**src/design/sus_pkg.sv**
```systemverilog
package sus_pkg;

  localparam int KEY_FIELD_W = 32;
  localparam int POS_FIELD_W = 7;

  typedef enum logic [1:0] {
    CMD_LOCATE = 2'd0,
    CMD_INSERT = 2'd1,
    CMD_REMOVE = 2'd2,
    CMD_CLEAR  = 2'd3
  } cmd_t;

  typedef struct packed {
    cmd_t                   cmd;
    logic [KEY_FIELD_W-1:0] key;
  } in_item_t;

  typedef struct packed {
    logic                   found;
    logic [POS_FIELD_W-1:0] position;
    logic                   changed;
    logic                   table_full;
    logic [POS_FIELD_W-1:0] entry_count;
  } out_item_t;

  // comparator verdict: request key against stored entry
  typedef struct packed {
    logic lt;
    logic eq;
  } cmp_res_t;

endpackage

```
**src/design/sus_key_ram.sv**
```systemverilog
module sus_key_ram #(
  parameter int DEPTH = 64,
  parameter int WIDTH = 32
) (
  input  logic                     clk,
  input  logic                     we,
  input  logic [$clog2(DEPTH)-1:0] waddr,
  input  logic [WIDTH-1:0]         wdata,
  input  logic [$clog2(DEPTH)-1:0] raddr,
  output logic [WIDTH-1:0]         rdata
);

  logic [WIDTH-1:0] mem [DEPTH];

  always_ff @(posedge clk) begin
    if (we) begin
      mem[waddr] <= wdata;
    end
    rdata <= mem[raddr];
  end

endmodule

```
**src/design/sus_cmp.sv**
```systemverilog
module sus_cmp #(
  parameter int KEY_WIDTH = 32
) (
  input  logic [KEY_WIDTH-1:0] key,
  input  logic [KEY_WIDTH-1:0] entry,
  input  logic                 signed_mode,
  output sus_pkg::cmp_res_t    res
);

  import sus_pkg::*;

  logic [KEY_WIDTH-1:0] sign_flip;
  logic [KEY_WIDTH-1:0] key_b;
  logic [KEY_WIDTH-1:0] entry_b;

  // biasing the sign bit turns a signed compare into an unsigned one
  assign sign_flip = {signed_mode, {(KEY_WIDTH-1){1'b0}}};
  assign key_b     = key ^ sign_flip;
  assign entry_b   = entry ^ sign_flip;

  always_comb begin
    res.lt = key_b < entry_b;
    res.eq = key_b == entry_b;
  end

endmodule

```
**src/design/sorted_unique_key_set.sv**
```systemverilog
// channel | direction | handshake             | payload
// in_     | input     | in_valid / in_ready   | in_data   (cmd, key)
// out_    | output    | out_valid / out_ready | out_data  (found, position, changed,
//         |           |                       |            table_full, entry_count)
// cfg_    | input     | cfg_valid / cfg_ready | cfg_data  (compare_signed)
//
// one request at a time; each binary-search probe is a ram read (S_PROBE) then a compare
// (S_CMP), up to ceil(log2(count))+1 probes, after accept and before decide and result
// insert moves (count - position) entries up, one ram write each, then writes the key;
// remove moves (count - position - 1) entries down, one ram write per moved entry
// clear needs no search; rst_n (synchronous) empties the set, ram contents are not cleared
// a waiting result does not block the next accept; a finished request waits for the slot
module sorted_unique_key_set #(
  parameter int CAPACITY  = 64,
  parameter int KEY_WIDTH = 32
) (
  input  logic               clk,
  input  logic               rst_n,
  input  logic               in_valid,
  output logic               in_ready,
  input  sus_pkg::in_item_t  in_data,
  output logic               out_valid,
  input  logic               out_ready,
  output sus_pkg::out_item_t out_data,
  input  logic               cfg_valid,
  output logic               cfg_ready,
  input  logic               cfg_data
);

  import sus_pkg::*;

  localparam int AW    = $clog2(CAPACITY);
  localparam int CNT_W = $clog2(CAPACITY + 1);
  localparam logic [CNT_W-1:0] CAP_C = CNT_W'(CAPACITY);
  localparam logic [CNT_W-1:0] ONE_C = CNT_W'(1);

  typedef enum logic [7:0] {
    S_IDLE  = 8'b0000_0001,
    S_PROBE = 8'b0000_0010,
    S_CMP   = 8'b0000_0100,
    S_ACT   = 8'b0000_1000,
    S_SHUP  = 8'b0001_0000,
    S_SHDN  = 8'b0010_0000,
    S_INS   = 8'b0100_0000,
    S_DONE  = 8'b1000_0000
  } state_t;

  state_t                state_r, state_nxt;
  logic                  signed_r;
  logic [CNT_W-1:0]      count_r, count_nxt;
  cmd_t                  cmd_r, cmd_nxt;
  logic [KEY_WIDTH-1:0]  key_r, key_nxt;
  logic [CNT_W-1:0]      lo_r, lo_nxt;
  logic [CNT_W-1:0]      hi_r, hi_nxt;
  logic [CNT_W-1:0]      probe_r, probe_nxt;
  logic                  single_r, single_nxt;
  logic [CNT_W-1:0]      w_r, w_nxt;
  logic                  found_r, found_nxt;
  logic [CNT_W-1:0]      pos_r, pos_nxt;
  logic                  changed_r, changed_nxt;
  logic                  full_r, full_nxt;
  logic                  out_valid_r, out_valid_nxt;
  out_item_t             out_r, out_nxt;

  logic                  ram_we;
  logic [AW-1:0]         ram_waddr;
  logic [KEY_WIDTH-1:0]  ram_wdata;
  logic [AW-1:0]         ram_raddr;
  logic [KEY_WIDTH-1:0]  ram_rdata;
  cmp_res_t              cmp;

  logic [63:0]           key_ext;
  logic [CNT_W:0]        mid_sum;
  logic [CNT_W-1:0]      probe_c;
  logic                  single_c;
  logic [CNT_W+6:0]      pos_wide;
  logic [CNT_W+6:0]      cnt_wide;
  logic                  slot_free;

  sus_key_ram #(
    .DEPTH(CAPACITY),
    .WIDTH(KEY_WIDTH)
  ) u_ram (
    .clk  (clk),
    .we   (ram_we),
    .waddr(ram_waddr),
    .wdata(ram_wdata),
    .raddr(ram_raddr),
    .rdata(ram_rdata)
  );

  // the one comparator that every probe goes through
  sus_cmp #(
    .KEY_WIDTH(KEY_WIDTH)
  ) u_cmp (
    .key        (key_r),
    .entry      (ram_rdata),
    .signed_mode(signed_r),
    .res        (cmp)
  );

  assign in_ready  = state_r == S_IDLE;
  assign cfg_ready = 1'b1;
  assign out_valid = out_valid_r;
  assign out_data  = out_r;
  assign slot_free = !out_valid_r || out_ready;

  // only the low KEY_WIDTH bits of the key field take part
  assign key_ext = {32'd0, in_data.key};

  // probe index (lo + hi + 1) / 2, or lo when one entry is left
  assign mid_sum  = {1'b0, lo_r} + {1'b0, hi_r} + {{CNT_W{1'b0}}, 1'b1};
  assign single_c = (hi_r - lo_r) == ONE_C;
  assign probe_c  = single_c ? lo_r : mid_sum[CNT_W:1];

  assign pos_wide = {7'd0, pos_r};
  assign cnt_wide = {7'd0, count_r};

  always_comb begin
    state_nxt     = state_r;
    count_nxt     = count_r;
    cmd_nxt       = cmd_r;
    key_nxt       = key_r;
    lo_nxt        = lo_r;
    hi_nxt        = hi_r;
    probe_nxt     = probe_r;
    single_nxt    = single_r;
    w_nxt         = w_r;
    found_nxt     = found_r;
    pos_nxt       = pos_r;
    changed_nxt   = changed_r;
    full_nxt      = full_r;
    out_valid_nxt = out_valid_r && !out_ready;
    out_nxt       = out_r;
    ram_we        = 1'b0;
    ram_waddr     = w_r[AW-1:0];
    ram_wdata     = ram_rdata;
    ram_raddr     = probe_c[AW-1:0];

    case (state_r)
      S_IDLE: begin
        if (in_valid) begin
          cmd_nxt     = in_data.cmd;
          key_nxt     = key_ext[KEY_WIDTH-1:0];
          lo_nxt      = '0;
          hi_nxt      = count_r;
          found_nxt   = 1'b0;
          pos_nxt     = '0;
          changed_nxt = 1'b0;
          full_nxt    = 1'b0;
          if (in_data.cmd == CMD_CLEAR) begin
            count_nxt = '0;
            state_nxt = S_DONE;
          end else if (count_r == '0) begin
            // empty set: insert point is zero, nothing to search
            state_nxt = S_ACT;
          end else begin
            state_nxt = S_PROBE;
          end
        end
      end

      S_PROBE: begin
        // ram read of the probe issued here, data next cycle
        probe_nxt  = probe_c;
        single_nxt = single_c;
        state_nxt  = S_CMP;
      end

      S_CMP: begin
        if (cmp.eq) begin
          found_nxt = 1'b1;
          pos_nxt   = probe_r;
          state_nxt = S_ACT;
        end else if (single_r) begin
          pos_nxt   = cmp.lt ? lo_r : hi_r;
          state_nxt = S_ACT;
        end else begin
          if (cmp.lt) begin
            hi_nxt = probe_r;
          end else begin
            lo_nxt = probe_r;
          end
          state_nxt = S_PROBE;
        end
      end

      S_ACT: begin
        state_nxt = S_DONE;
        if (cmd_r == CMD_INSERT && !found_r) begin
          if (count_r >= CAP_C) begin
            full_nxt = 1'b1;
          end else if (pos_r == count_r) begin
            state_nxt = S_INS;
          end else begin
            // move entries up, starting from the top one
            ram_raddr = AW'(count_r - ONE_C);
            w_nxt     = count_r;
            state_nxt = S_SHUP;
          end
        end else if (cmd_r == CMD_REMOVE && found_r) begin
          if (pos_r == count_r - ONE_C) begin
            count_nxt   = count_r - ONE_C;
            changed_nxt = 1'b1;
          end else begin
            // move entries down, starting just above the removed one
            ram_raddr = AW'(pos_r + ONE_C);
            w_nxt     = pos_r;
            state_nxt = S_SHDN;
          end
        end
      end

      S_SHUP: begin
        ram_we    = 1'b1;
        ram_waddr = w_r[AW-1:0];
        ram_wdata = ram_rdata;
        ram_raddr = AW'(w_r - CNT_W'(2));
        if (w_r - ONE_C == pos_r) begin
          state_nxt = S_INS;
        end else begin
          w_nxt = w_r - ONE_C;
        end
      end

      S_SHDN: begin
        ram_we    = 1'b1;
        ram_waddr = w_r[AW-1:0];
        ram_wdata = ram_rdata;
        ram_raddr = AW'(w_r + CNT_W'(2));
        if (w_r + ONE_C == count_r - ONE_C) begin
          count_nxt   = count_r - ONE_C;
          changed_nxt = 1'b1;
          state_nxt   = S_DONE;
        end else begin
          w_nxt = w_r + ONE_C;
        end
      end

      S_INS: begin
        ram_we      = 1'b1;
        ram_waddr   = pos_r[AW-1:0];
        ram_wdata   = key_r;
        count_nxt   = count_r + ONE_C;
        changed_nxt = 1'b1;
        state_nxt   = S_DONE;
      end

      S_DONE: begin
        // hand the transaction to the output register once it is free
        if (slot_free) begin
          out_valid_nxt       = 1'b1;
          out_nxt.found       = found_r;
          out_nxt.position    = pos_wide[6:0];
          out_nxt.changed     = changed_r;
          out_nxt.table_full  = full_r;
          out_nxt.entry_count = cnt_wide[6:0];
          state_nxt           = S_IDLE;
        end
      end

      default: begin
        state_nxt = S_IDLE;
      end
    endcase
  end

  always_ff @(posedge clk) begin
    if (!rst_n) begin
      state_r     <= S_IDLE;
      count_r     <= '0;
      signed_r    <= 1'b0;
      out_valid_r <= 1'b0;
    end else begin
      state_r     <= state_nxt;
      count_r     <= count_nxt;
      out_valid_r <= out_valid_nxt;
      if (cfg_valid && cfg_ready) begin
        signed_r <= cfg_data;
      end
    end
  end

  // payload and working registers
  always_ff @(posedge clk) begin
    cmd_r     <= cmd_nxt;
    key_r     <= key_nxt;
    lo_r      <= lo_nxt;
    hi_r      <= hi_nxt;
    probe_r   <= probe_nxt;
    single_r  <= single_nxt;
    w_r       <= w_nxt;
    found_r   <= found_nxt;
    pos_r     <= pos_nxt;
    changed_r <= changed_nxt;
    full_r    <= full_nxt;
    out_r     <= out_nxt;
  end

  // the set never holds more than its capacity
  a_count_bound: assert property (@(posedge clk) disable iff (!rst_n)
    count_r <= CAP_C)
    else $error("entry count above capacity");

  // an accepted request always leaves idle in the next cycle
  a_busy_after_accept: assert property (@(posedge clk) disable iff (!rst_n)
    in_valid && in_ready |=> state_r != S_IDLE)
    else $error("accepted request did not start");

  // a refused insert neither changes the set nor reports a held key
  a_full_result: assert property (@(posedge clk) disable iff (!rst_n)
    out_valid && out_data.table_full |-> !out_data.changed && !out_data.found)
    else $error("table full result inconsistent");

  // a search that runs always has a non-empty range
  a_range_nonempty: assert property (@(posedge clk) disable iff (!rst_n)
    state_r == S_PROBE |-> lo_r < hi_r)
    else $error("search range empty");

endmodule

```
**config.mk**
```make
export PLATFORM = sky130hd
export DESIGN_NAME = sorted_unique_key_set
export DESIGN_NICKNAME = d
export VERILOG_FILES = /design/src/design/sus_pkg.sv /design/src/design/sus_key_ram.sv /design/src/design/sus_cmp.sv /design/src/design/sorted_unique_key_set.sv
export SDC_FILE = /design/constraint.sdc
export NUM_CORES = 2
export LEC_CHECK = 0
export ABC_CLOCK_PERIOD_IN_PS = 13900
export BUFFER_PORTS_ARGS = -buffer_cell sky130_fd_sc_hd__buf_2
export CAP_MARGIN = 20
export CORE_UTILIZATION = 61
export CTS_BUF_LIST = sky130_fd_sc_hd__clkbuf_8
export DETAILED_ROUTE_END_ITERATION = 10
export PLACE_DENSITY = 0.74
export SYNTH_ARGS = -nofsm -noshare
export SYNTH_HDL_FRONTEND = slang
export SYNTH_SLANG_ARGS = --single-unit
```
**constraint.sdc**
```tcl
create_clock -name clk -period 13.9 [get_ports clk]
set_input_delay 1.39 -clock clk [delete_from_list [all_inputs] [get_ports clk]]
set_output_delay 1.39 -clock clk [all_outputs]
set_load 0.02 [all_outputs]
```
Yosys cells after proc, flatten, opt, wreduce, memory -nomap -nowiden
Memories as Yosys holds them, arrays and structs flattened. A register that Yosys moved wholly into a read port is not among the register bits.
Index checks and enable logic that the tools add are counted.
{"block": "word_totals", "n_memories": 1, "input_bits": 40, "output_inout_bits": 20, "ff_bits": 107, "wordCells": 166, "mem_bits_rw": 2048}
{"memory": "u_ram.mem", "words": 64, "word_bits": 32, "rd": 1, "rd_ports_with_merged_regs": 1, "wr": 1, "line_no": "sus_key_ram.sv:13", "source": "logic [WIDTH-1:0] mem [DEPTH];"}
{"block": "op_classes", "reduce_logical": 24, "bitwise_logic": 2, "muxes": 68, "addsub": 10, "eq_ne": 39, "order_cmp": 2}
{"operator": "$mux 7", "n": 26}
{"operator": "$mux 8", "n": 9}
{"operator": "$pmux 8 s8", "n": 1}
{"operator": "$xor 32x32->32", "n": 2}
{"operator": "$pmux 7 s2", "n": 3}
{"operator": "$mux 6", "n": 6}
{"operator": "$eq 32x32->1", "n": 1}
{"operator": "$lt 32x32->1", "n": 1}
{"operator": "$mux 32", "n": 1}
{"operator": "$ne 2x2->1 const B", "n": 16}
{"operator": "$eq 7x7->1", "n": 4}
{"operator": "$pmux 7 s4", "n": 1}
{"operator": "$pmux 7 s3", "n": 1}
{"operator": "$pmux 6 s3", "n": 1}
{"operator": "$ne 3x3->1 const B", "n": 5}
{"operator": "$add 7x1->7 const B", "n": 2}
{"operator": "$reduce_and 7->1", "n": 2}
{"operator": "$sub 7x1->7 const B", "n": 2}
{"operator": "$mux 1", "n": 13}
{"operator": "$mux 4", "n": 3}
{"operator": "$reduce_and 5->1", "n": 2}
{"operator": "$add 7x7->8", "n": 1}
{"operator": "$add 8x1->8 const B", "n": 1}
{"operator": "$eq 8x1->1 const B", "n": 1}
{"operator": "other kinds (30)", "n": 40}

Longest topological paths before layout
{"block": "logic_depth", "depth_word": 7, "mapped_depth": 22, "mapped_depth_nobuf": 16}

Modules after synthesis
From an unflattened synthesis, not the netlist that was laid out.
{"block": "hier_totals", "cells_unflattened": 4252, "area_unflattened_um2": 86085.1}
{"mod": "sus_key_ram", "seq_area_each_um2": 62139.6, "cells_per_inst": 3421, "area_each_um2": 78491.5, "instances": 1}
{"mod": "sorted_unique_key_set", "seq_area_each_um2": 3042.9, "cells_per_inst": 715, "area_each_um2": 6754.0, "instances": 1}
{"mod": "sus_cmp", "seq_area_each_um2": 0.0, "cells_per_inst": 116, "area_each_um2": 839.6, "instances": 1}

Worst setup path after synthesis
OpenSTA, ideal clock, no wires.
{"block": "synth_path", "path_type": "reg2reg", "start": "register state_r[2]", "end": "memory u_ram.mem[0][0], data pin", "setup_ps": 702, "synth_period_minus_slack_ps": 4863, "stages_incl_launch_ff": 6, "arrival_ps": 4161, "required_time_ps": 13198, "n_path_buf": 2, "slack_ps": 9037, "cell_sequence": "dfxtp_1 -> nor4_1 -> nand4b_1 -> clkbuf_1 -> clkbuf_1 -> o21ai_0"}
{"block": "synth_between", "elab_chain_len": 2}
{"item": "from (decl)", "line_no": "sorted_unique_key_set.sv:48", "source": "state_t state_r, state_nxt;"}
{"item": "from (signal assigned)", "line_no": "sorted_unique_key_set.sv:275", "source": "state_r <= state_nxt;"}
{"item": "$eq 8x7->1", "line_no": "sorted_unique_key_set.sv:140", "source": "case (state_r)"}
{"item": "$mux 32", "line_no": "sorted_unique_key_set.sv:140"}
{"item": "net ram_wdata[0]", "line_no": "sorted_unique_key_set.sv:67", "source": "logic [KEY_WIDTH-1:0] ram_wdata;"}
{"item": "to (decl)", "line_no": "sus_key_ram.sv:13"}
The timed path passes the listed nets, and every way through them passes these cells.

Worst setup path in the final report
{"block": "layout_path", "start": "register count_r[0]", "end": "register u_ram.rdata[1], read port of u_ram.mem"}
{"block": "layout_between", "elab_chain_len": 6, "elab_cells_between_ends": 10, "classes_between": "add/sub (1); order compare (1); eq/ne (2); mux (6)"}
{"item": "from (decl)", "line_no": "sorted_unique_key_set.sv:50", "source": "logic [CNT_W-1:0] count_r, count_nxt;"}
{"item": "from (signal assigned)", "line_no": "sorted_unique_key_set.sv:276", "source": "count_r <= count_nxt;"}
{"item": "$sub 7x1->7", "line_no": "sorted_unique_key_set.sv:202", "source": "if (pos_r == count_r - ONE_C) begin"}
{"item": "$eq 7x7->1", "line_no": "sorted_unique_key_set.sv:202"}
{"item": "$mux 6", "line_no": "sorted_unique_key_set.sv:202"}
{"item": "$mux 6", "line_no": "sorted_unique_key_set.sv:201", "source": "end else if (cmd_r == CMD_REMOVE && found_r) begin"}
{"item": "$mux 6 *", "line_no": "sorted_unique_key_set.sv:190", "source": "if (cmd_r == CMD_INSERT && !found_r) begin"}
{"item": "$pmux 6 s3 *", "line_no": "sorted_unique_key_set.sv:140"}
{"item": "to (decl)", "line_no": "sus_key_ram.sv:10", "source": "output logic [WIDTH-1:0] rdata"}
Mark *: on every way between the ends. The rest lies on a longest branch, timed or not.
A chain may end at the register's enable or synchronous reset.

==> out/summary.md <==
The fraction of final layout cells sized beyond drive strength 1 is 12.1%, and the number of warnings issued by yosys is 0. The logs give 54.2k for the via count of the first global-routing pass and 0 for the final number of hold-violating endpoints. The highest fanout seen on the critical path is 91.

Counting every sink on the clock net gives 2,187. Entering global routing, the biggest net connects 192 pins. Buffers inserted to repair hold after CTS numbered 0. The cell with the biggest individual delay on the critical path is sky130_fd_sc_hd__buf_4. Main flop type after synthesis: sky130_fd_sc_hd__edfxtp_1. The die extent in y works out to 383 um.

The root buffer cell was sky130_fd_sc_hd__clkbuf_8. Routed length per instance: 29.1 um. 60 I/O pins were placed. The logs give 6,305 for the count of mapped cells out of synthesis and 133 MHz for the highest attainable clock frequency.

In the final layout, flip-flops and latches occupy 0.0652 sq mm. The number of enable-type register cells in the synthesized netlist is 2,138. Max-cap violations in this run came to 0. Global routing used 45.4% of the available met1 tracks. The setup path with the least slack is of type flop to flop. The clock arrives with 75.9 ps of skew.

The layer with the highest usage was met2. In this run, distinct cell masters in the synthesized netlist total 82. Summed over its instances, the top area cell type makes up 72.5% of the synthesized netlist area. The leftover overflow at the end of global routing is 0.

Setup repair after global routing left no endpoint under its margin. The number of port buffers is 58. The logs give 4 for the number of antenna violations at the first check in global routing and 8490 ps for the data arrival time of the critical path. The number of setup buffers added after CTS is 0. The cell repeated most along the worst path was sky130_fd_sc_hd__buf_4. For the deepest level of the CTS H-tree, the log shows 5.

The logs give 0 for the max-slew violation count and 134,000 um for the HPWL after detailed placement. After the last flow step, the layout net total stands at 6,560. In this run, the number of DRC markers left after iteration 0 of detailed routing was 8,779.

sky130_fd_sc_hd__edfxtp_1 takes more of the synthesized area than any other cell. The pre-antenna-repair detailed-routing pass consisted of 9 iterations. The filler cells instantiated in the layout total 9,592.

The share of flip-flops with an asynchronous set or reset was 0%; the number of buffers added by the clock tree synthesis step was 352. For the final critical-path setup slack, the log shows 6370 ps. The worst hold path belongs to the class flop to flop. After detailed placement, the total cell area comes to 0.0917 sq mm. Summing the sequential cell areas from Yosys gives 73.6% of the chip area.

The final estimated routing congestion in global placement came out at 0.956. Once detail routing completed, the nets flagged for antenna violations numbered 0. The number of gates resized after CTS was 0.

The signal on the critical path passes through inv_1 -> ha_1 -> or3b_2 -> nor3_2 -> mux2_2 -> o211ai_1 -> o2111ai_4 -> buf_4 -> nand2_1 -> a21oi_4 -> buf_4 -> buf_4 -> buf_4 -> nand2_1 -> nand3_1 -> a32oi_1 -> o2111ai_1 -> and3_1. Subtracting the final worst setup slack from the clock period gives 7530 ps. The routed layout has 57.1k vias.

Clock-pin slew was measured on the worst setup and hold paths at 60 ps. The relative max-transition margin is 20.5%. The logs give 0 ps for the sum of negative setup slack and 8.17% for the global-route track usage on met3.

For this configuration, the core starts out at a cell density of 61.6%. The logs give 33.9% for the overall routing resource usage and 360,000 um for the first-pass GRT wire length. Prior to clock tree synthesis, the placed netlist has a worst setup slack of 6470 ps. In the post-synthesis netlist, the biggest area contributors are sky130_fd_sc_hd__edfxtp_1 (72%), sky130_fd_sc_hd__nand2_1 (4.9%), sky130_fd_sc_hd__mux2i_1 (3.2%). In the routed design, unresolved DRC markers number 28.

For the pin with the worst max-slew slack, the measured transition is 1190 ps. Setup violations remaining at the end of the flow were counted as 0. The area growth from synthesis to layout is 10.3%. Critical path's top delay family: buffers and inverters. The flow ran to the end, but the final reports show violations. Of the available clock period, the critical path in the final layout requires 54.2%.

The area used by multi-input combinational logic was 0.0222 sq mm; the total routed wirelength was 251,000 um. The final non-filler cell area was 0.0977 sq mm. Each instance of the synthesized netlist takes up on average 14.0 sq um. The clock passes through at most 4 buffers.

The later pin in the worst-skew pair is clocked with a latency of 1040 ps. The final reports fail on design-rule violations. For the placeable core region, the log shows 0.144 sq mm. Combined buffer and inverter count along the critical path: 5. STA puts the critical path data required time at 14,860 ps. In this run the core area contains 139 standard-cell rows. The capturing element type of the critical path is a flop. The element type at the critical path start is a flop.

For met2 alone, demand over resource in global routing was 51.5%. The floorplan die area came out at 0.147 sq mm. The floorplan die width is 383 um.

The delay of the slowest cell on the worst path was 910 ps. The synthesized netlist occupies a cell area of 0.0886 sq mm. Synthesis produced a netlist with a net count of 6,402. Synthesis inferred 2,187 register bits. Via density per instance: 6.63. TritonCTS built the clock tree. The tools report the post-route worst hold slack as 441 ps.
==> registers in the layout, indices dropped and copies added (netlist names) <==
signal and cells:
state_r 8, out_valid 1, key_r 32, changed_r 1, w_r 7, u_ram.rdata 32, u_ram.mem 2048, found_r 1
signed_r 1, lo_r 7, single_r 1, pos_r 7, cmd_r 2, probe_r 7, hi_r 7, count_r 7
out_data 17, full_r 1
==> synthesized netlist by cell type (all sizes together), types with 54 or more instances <==
cell    number
inv         60
a32oi       75
nand3      387
a221oi      76
nand2     1161
a211oi      64
o22ai       71
buf        210
o21ai      109
ha          54
and3        69
a21oi      515
edfxtp    2138
clkbuf     215
mux2i      282
nor2       160
a22oi      161
==> logic make-up (layout without fill, tap and decap cells) <==
group / Yosys count / in the layout / synth area share [%]
buf+inv: 486 / 882 / 2.49
flops: 2187 / 2187 / 73.6
fa+ha+maj: 57 / 57 / 0.831
mux: 308 / 308 / 3.82
xor+xnor: 52 / 52 / 0.514
other cells: 1 / 6 / 0.00423
simple gates: 1961 / 1961 / 9.60
compound gates: 1253 / 1253 / 9.14
==> path summary, 6_finish.rpt <==
| path | from | end | slack [ps] | cells past startpoint |
|---|---|---|---|---|
| setup reg to reg | count_r[0] | u_ram.rdata[1] | 6370 | 18 |
| hold / removal | changed_r | out_data[8] | 440 | 0 |
| hold reg to reg | changed_r | out_data[8] | 440 | 0 |
| setup / recovery | count_r[0] | u_ram.rdata[1] | 6370 | 18 |
==> metrics by stage <==
| step | std cells | util, % |
|---|---|---|
| 2_1_floorplan | 6305 | - |
| 3_3_place_gp | 8009 | 63.7 |
| 3_5_place_dp | 8011 | 63.7 |
| 4_1_cts | 8603 | 67.9 |
| 5_1_grt | 8608 | 67.9 |
| 6_report | 8609 | 67.9 |
==> final cells by class <==
cell class	instances	area share (%)
clock buffers	371	5.23
clock inverters	221	0.915
diodes	5	0.0128
flip-flops and latches	2187	66.7
well taps	1903	2.44
multi-input cells	3632	22.7
inverters	61	0.234
repair buffers	229	1.71
==> layer usage <==
layer  routed length, um  share of wire [%]  vias up
met5                   0                  0        -
met4               14400                5.7        0
met3               31300                 12      682
met2              115000                 46     4082
met1               90100                 36    28000
li1                    -                  -    24300
==> layout by cell type (no fill, tap or decap), types with 9 or more instances in the layout <==
cell type                      n
sky130_fd_sc_hd__a221oi_1     76
sky130_fd_sc_hd__clkinv_1     89
sky130_fd_sc_hd__o2111ai_1    27
sky130_fd_sc_hd__buf_4       163
sky130_fd_sc_hd__a32oi_1      75
sky130_fd_sc_hd__and3_1       69
sky130_fd_sc_hd__xor2_1       22
sky130_fd_sc_hd__o21ai_4      32
sky130_fd_sc_hd__buf_2        59
sky130_fd_sc_hd__a31oi_1      23
sky130_fd_sc_hd__a21o_1       18
sky130_fd_sc_hd__o22ai_1      71
sky130_fd_sc_hd__a22o_1       28
sky130_fd_sc_hd__a2bb2oi_1    24
sky130_fd_sc_hd__inv_1       152
sky130_fd_sc_hd__clkinv_2     37
sky130_fd_sc_hd__o21ai_0      74
sky130_fd_sc_hd__xnor2_1      30
sky130_fd_sc_hd__nor2_4       69
sky130_fd_sc_hd__nor2_1       90
sky130_fd_sc_hd__a21oi_1     513
sky130_fd_sc_hd__and2_1       10
sky130_fd_sc_hd__mux4_2       24
sky130_fd_sc_hd__ha_1         54
sky130_fd_sc_hd__nand3_1     386
sky130_fd_sc_hd__a22oi_1     160
sky130_fd_sc_hd__nor3_1       40
sky130_fd_sc_hd__dfxtp_1      49
sky130_fd_sc_hd__o21a_1        9
sky130_fd_sc_hd__mux2i_1     282
sky130_fd_sc_hd__nand2_1    1157
sky130_fd_sc_hd__nand2b_1     49
sky130_fd_sc_hd__clkbuf_8    371
sky130_fd_sc_hd__or2_2         9
sky130_fd_sc_hd__edfxtp_1   2138
sky130_fd_sc_hd__a211oi_1     64
sky130_fd_sc_hd__nand4_1      20
Power is left out: the tool's default activity adds up to more than one toggle a clock period on the data nets, which glitch-free logic cannot reach.
